<file path="src/rtl/brf_pkg.sv">
package brf_pkg;

	localparam int RING_BYTES_DEF     = 1024;
	localparam int MAX_FIELD_BITS_DEF = 32;

	localparam int DATA_W   = 32;
	localparam int COUNT_W  = 6;
	localparam int STORED_W = 14;
	localparam int FREE_W   = 13;

	typedef enum logic [1:0] {
		CMD_PUT   = 2'd0,
		CMD_GET   = 2'd1,
		CMD_FLUSH = 2'd2,
		CMD_CLEAR = 2'd3
	} cmd_t;

endpackage

</file>
<file path="src/rtl/brf_level.sv">
module brf_level #(
	parameter int RING_BYTES = brf_pkg::RING_BYTES_DEF
) (
	input  logic [$clog2(RING_BYTES)-1:0] write_index,
	input  logic [$clog2(RING_BYTES)-1:0] read_index,
	input  logic [3:0]                    read_cache_bits,
	output logic [brf_pkg::STORED_W-1:0]  bits_stored,
	output logic [brf_pkg::FREE_W-1:0]    bits_free
);
	import brf_pkg::*;

	localparam int IW = $clog2(RING_BYTES);
	localparam int SW = IW + 4;
	localparam logic [SW-1:0] CAP = SW'((RING_BYTES - 1) * 8);

	logic [IW:0]   diff_raw;
	logic [IW-1:0] diff;
	logic [SW-1:0] stored_full;
	logic [SW-1:0] free_full;

	always_comb begin
		diff_raw = {1'b0, write_index} - {1'b0, read_index};
		if (write_index < read_index) begin
			diff_raw = diff_raw + (IW+1)'(RING_BYTES);
		end
		diff        = diff_raw[IW-1:0];
		stored_full = {1'b0, diff, 3'b000} + {{(SW-4){1'b0}}, read_cache_bits};
		free_full   = (CAP > stored_full) ? CAP - stored_full : '0;
	end

	assign bits_stored = STORED_W'(stored_full);
	assign bits_free   = FREE_W'(free_full);

endmodule

</file>
<file path="config.mk">
export PLATFORM = sky130hd
export DESIGN_NAME = brf_level
export DESIGN_NICKNAME = d
export VERILOG_FILES = /design/src/rtl/brf_pkg.sv /design/src/rtl/brf_level.sv
export SDC_FILE = /design/constraint.sdc
export NUM_CORES = 1
export LEC_CHECK = 0
export BUFFER_PORTS_ARGS = -buffer_cell sky130_fd_sc_hd__buf_2
export CAP_MARGIN = 10
export CORE_ASPECT_RATIO = 0.8
export CORE_MARGIN = 1
export CORE_UTILIZATION = 49
export DETAILED_ROUTE_END_ITERATION = 8
export PLACE_DENSITY = 0.85
export SYNTH_ARGS = -nofsm -noshare
export SYNTH_HDL_FRONTEND = slang
export SYNTH_SLANG_ARGS = --single-unit
export TNS_END_PERCENT = 30
</file>
<file path="constraint.sdc">
create_clock -name vclk -period 5.2
set_input_delay 1.3 -clock vclk [all_inputs]
set_output_delay 1.3 -clock vclk [all_outputs]
set_load 0.01 [all_outputs]
</file>
Word-level counts from Yosys, hierarchy flattened
Index checks and enable logic that the tools add are counted.
- $add $sub $neg: 4
- $lt $le $gt $ge: 2
- multiplexer cells: 2
- operators with widths (kind ; count):
    13-bit by 4-bit adder with 14-bit output ; 1
    13-bit by 14-bit greater-than comparator with 1-bit output, first input constant ; 1
    13-bit two-way mux ; 1
    13-bit subtractor, first input constant ; 1
    10-bit by 1-bit adder with 10-bit output, second input constant ; 1
    10-bit less-than comparator ; 1
    10-bit two-way mux ; 1
    10-bit subtractor ; 1
- flip-flop bits (word level): 0
- word-level logic and storage cells: 8

Depth between registers and ports, before layout
- word-level depth: 6
- depth in mapped cells: 13
- depth with buffers taken out: 12

Least setup slack after synthesis
Ideal clock, no wire load.
- path type: in2out
- from: input port write_index[0]
- to: output port bits_free[11] in the netlist's numbering
- data required time: 3900 ps
- data arrival time: 3698 ps
- stages: 12
- buffers on the path: 0
- slack: 202 ps
- cells stage by stage: inv_1 > ha_1 > inv_1 > fa_1 > a211oi_2 > nor2_2 > xor2_1 > nand3_1 > xor2_1 > nand3_1 > a21oi_1 > mux2_2
- cells in the longest elaborated chain, start to end: 6
- elaborated cells on any way between the ends: 8
- classes of those cells: add/sub: 4; order compare: 2; mux: 2
- ends and longest elaborated chain (element ; RTL line ; RTL):
    start: declaration ; brf_level.sv:4 ; input logic [$clog2(RING_BYTES)-1:0] write_index,
    10-bit subtractor ; brf_level.sv:22 ; diff_raw = {1'b0, write_index} - {1'b0, read_index};
    10-bit by 1-bit adder with 10-bit output ; brf_level.sv:24 ; diff_raw = diff_raw + (IW+1)'(RING_BYTES);
    10-bit two-way mux * ; brf_level.sv:23 ; if (write_index < read_index) begin
    13-bit by 4-bit adder with 14-bit output * ; brf_level.sv:27 ; stored_full = {1'b0, diff, 3'b000} + {{(SW-4){1'b0}}, read_cache_bits};
    via bits_stored (one bit) ; brf_level.sv:7 ; output logic [brf_pkg::STORED_W-1:0] bits_stored,
    13-bit subtractor or 13-bit by 14-bit greater-than comparator with 1-bit output (tied branches) ; brf_level.sv:28 ; free_full = (CAP > stored_full) ? CAP - stored_full : '0;
    13-bit two-way mux * ; brf_level.sv:28 ;
    end: declaration ; brf_level.sv:8 ; output logic [brf_pkg::FREE_W-1:0] bits_free
Mark *: on every way through the listed nets, which the timed path passes. The rest lies on a longest branch.

Worst setup path after layout
- from: input port write_index[0]
- to: output port bits_free[11] in the netlist's numbering
- cells in the longest elaborated chain, start to end: 6
- elaborated cells on any way between the ends: 8
- classes of those cells: add/sub: 4; order compare: 2; mux: 2
- ends and longest elaborated chain (element ; RTL line):
    10-bit subtractor ; brf_level.sv:22
    10-bit by 1-bit adder with 10-bit output ; brf_level.sv:24
    10-bit two-way mux * ; brf_level.sv:23
    13-bit by 4-bit adder with 14-bit output * ; brf_level.sv:27
    13-bit subtractor or 13-bit by 14-bit greater-than comparator with 1-bit output (tied branches) ; brf_level.sv:28
    13-bit two-way mux * ; brf_level.sv:28
Every way passes the cells marked *; elsewhere a longest branch is shown, timed or not.

==> summary.txt <==
Status
  • Outcome: finished, violations left
  • Failing checks: negative setup slack

Timing
  • Final period util: 101%
  • Final hold vios: 0
  • Final Max Slew Viols: 0
  • Slew of the pin with the lowest slew margin: 0.659 ns
  • Rel. slew slack: 55.7%
  • Setup TNS: -0.293 ns
  • Final min period: 5.26 ns
  • F_max: 0.190 GHz
  • RSZ-0062 raised after global routing: true
  • # setup viols final: 12
  • Worst hold slack: 2.81 ns
  • Final worst slack: -0.0596 ns

Routing
  • First drt pass iteration count: 4
  • WL met3: 131 µm
  • DRT antenna net count: 0
  • DRT met1 WL: 1.18 mm
  • DR vias: 1214
  • Routed WL per cell: 13.2 µm
  • Total Routed Length: 2.98 mm
  • Met2 WL: 1.61 mm
  • Detailed router's first-iteration violation count: 21
  • Top layer reached by signal wires: met4
  • DR DRC count: 0
  • Via/cell ratio: 5.40

Setup path
  • Worst setup EP type: output pin
  • CP dominant cell by count: xor2_2
  • Worst Path Required: 3.90 ns
  • CP cell instances: buf_6 > inv_4 > ha_4 > inv_2 > fa_2 > buf_4 > xor2_2 > and3_1 > nand3_1 > xor2_2 > nand3_2 > a21oi_2 > mux2_2 > buf_2
  • Maximum fanout along the worst path: 5
  • Crit-path slowest cell: fa_2
  • Crit-path max cell delay: 0.39 ns
  • Worst setup SP type: input pin
  • Critical path class: input pin to output pin
  • Crit path arrival time: 3.96 ns

Logic synthesis
  • Post-synthesis compound-gate area fraction: 24.4%
  • Netlist cell types: 45
  • Sequential cell area fraction in the yosys report: 0%
  • Mux share of post-synthesis cell area: 1.10%
  • Post-Syn Area: 1020 µm²
  • Synth area leaders: ha_1 15%, xnor2_1 7.7%, xor2_1 7.7%, nor2_1 6.6%, inv_1 5.1%
  • Synth Area in Adders: 16.6%
  • XOR/XNOR Fraction of Synth Area: 21.7%
  • Post-Synthesis Cells: 138
  • Simple-gate share of the synthesized area: 27.2%
  • Area leader, netlist: ha_1
  • Largest family of logic cells by synthesized area: simple AND/OR/NAND/NOR gates
  • Yosys top cell area share: 14.7%
  • Syn avg cell area: 7.43 µm²
  • Yosys warning count: 0
  • Syn_nets: 175

Floorplanning
  • Die Area: 2280 µm²
  • Row Count: 14
  • I/O pin total: 51
  • Die width: 53.1 µm
  • Die Height: 42.9 µm
  • Initial core utilization: 53.2%
  • Total core area: 1930 µm²

Finish
  • Seq_cells: 0
  • Fraction of layout cells with a size suffix above 1: 52.2%
  • Clkbuf count: 0
  • Final Instance Count excl. Fillers: 225
  • Register area: 0 µm²
  • # diodes: 0
  • Final design utilization: 77.1%
  • Most frequent cells in the layout: 50 x buf_2, 17 x buf_4, 13 x nor2_1, 12 x inv_1, 11 x ha_1
  • Most common cell after layout, fill and taps aside: buf_2
  • Layout area overhead: 45.1%
  • FILL cells: 143
  • Nets: 240

Power and ir drop
  • Lkg Pwr: 0.773 nW
  • Pwr dens: 203 nW/µm²
  • Max VDD drop: 0.000158 V

Global route
  • Largest net degree at the start of global routing: 9
  • First-pass GRT wire length: 4.06 mm
  • Vias in the first global route: 1035
  • Total grt overflow: 0
  • Initial antenna violation count: 0
  • Total GRT Usage: 22.5%

Place
  • IO buf count: 51
  • Post-Place Cells: 221
  • Routability cong.: 0.808
  • Final HPWL DP: 2.24 mm

CTS
  • CTS Hold Bufs: 0

Hold path
  • Worst Hold Class: input pin to output pin

Job
  • Maximum Capacitance Violations: 0
-- power by group --
part / switching [mW] / leakage [nW] / internal [mW]
logic: 0.162 / 0.773 / 0.140
registers: 0 / 0 / 0
clock network: 0 / 0 / 0
total: 0.162 / 0.773 / 0.140
-- area by class of cell --
class | instances | area [µm²] | share of cell area, %
Inverter | 14 | 55.1 | 3.70
Multi-Input combinational cell | 119 | 1010 | 68.1
Tap cell | 24 | 30.0 | 2.02
Timing Repair Buffer | 68 | 389 | 26.2
-- logic make-up after synthesis --
kind of cell,count (synthesis)
and+or+nand+nor,52
AOI/OAI and AO/OA,31
xor gates and xnor gates,22
buffers and inverters,19
adders and majority gates,13
muxes,1
-- synthesized netlist by cell type (2+ instances only) --
master	n
nor2b_1	2
xnor2_2	2
o31ai_1	2
nor3_1	2
nor2_1	18
xnor2_1	9
nor2_2	3
nand2_1	7
a21boi_0	2
a21oi_1	9
inv_1	14
xor2_2	2
nand3_1	4
o211ai_1	2
nand3b_1	3
a21o_1	3
o21ai_0	3
ha_1	12
a211oi_2	2
xor2_1	9
buf_4	3
nand2b_1	2
-- path summary, 6_finish.rpt --
path | startpoint | endpoint | slack, ns | cells after the start
max | write_index[0] | bits_free[11] | -0.06 | 14
min | read_cache_bits[1] | bits_stored[1] | 2.81 | 2
-- layer usage --
metal	vias up	GRT usage [%]
met1	558	25.2
li1	598	-
met3	7	0.717
met2	51	46.1
met5	-	0
met4	0	3.16
-- what timing repair did --
item | CTS | global route
buffers inserted | 1 | 2
resized for setup | 6 | 18
setup endpoints to repair | 1 | 15
pin swaps | 3 | 14
gates cloned | 1 | 0
-- through the flow --
step | total power [mW] | cell area (µm²) | setup WS, ns
floorplan | 0.175 | 1020 | 0.202
global placement | 0.261 | 1370 | 0.0602
detailed placement | 0.271 | 1370 | -0.0584
CTS | 0.278 | 1400 | 0.00429
global route | 0.325 | 1490 | -0.159
finish | 0.302 | 1490 | -0.0596
-- worst max-delay path: cells and delay by family --
kind	cells	cell delay, ns
and+or+nand+nor	3	0.59
xor gates and xnor gates	2	0.53
adders and majority gates	2	0.52
buffers and inverters	5	0.46
muxes	1	0.35
AOI/OAI and AO/OA	1	0.20
Power figures use the tool's default switching activity.
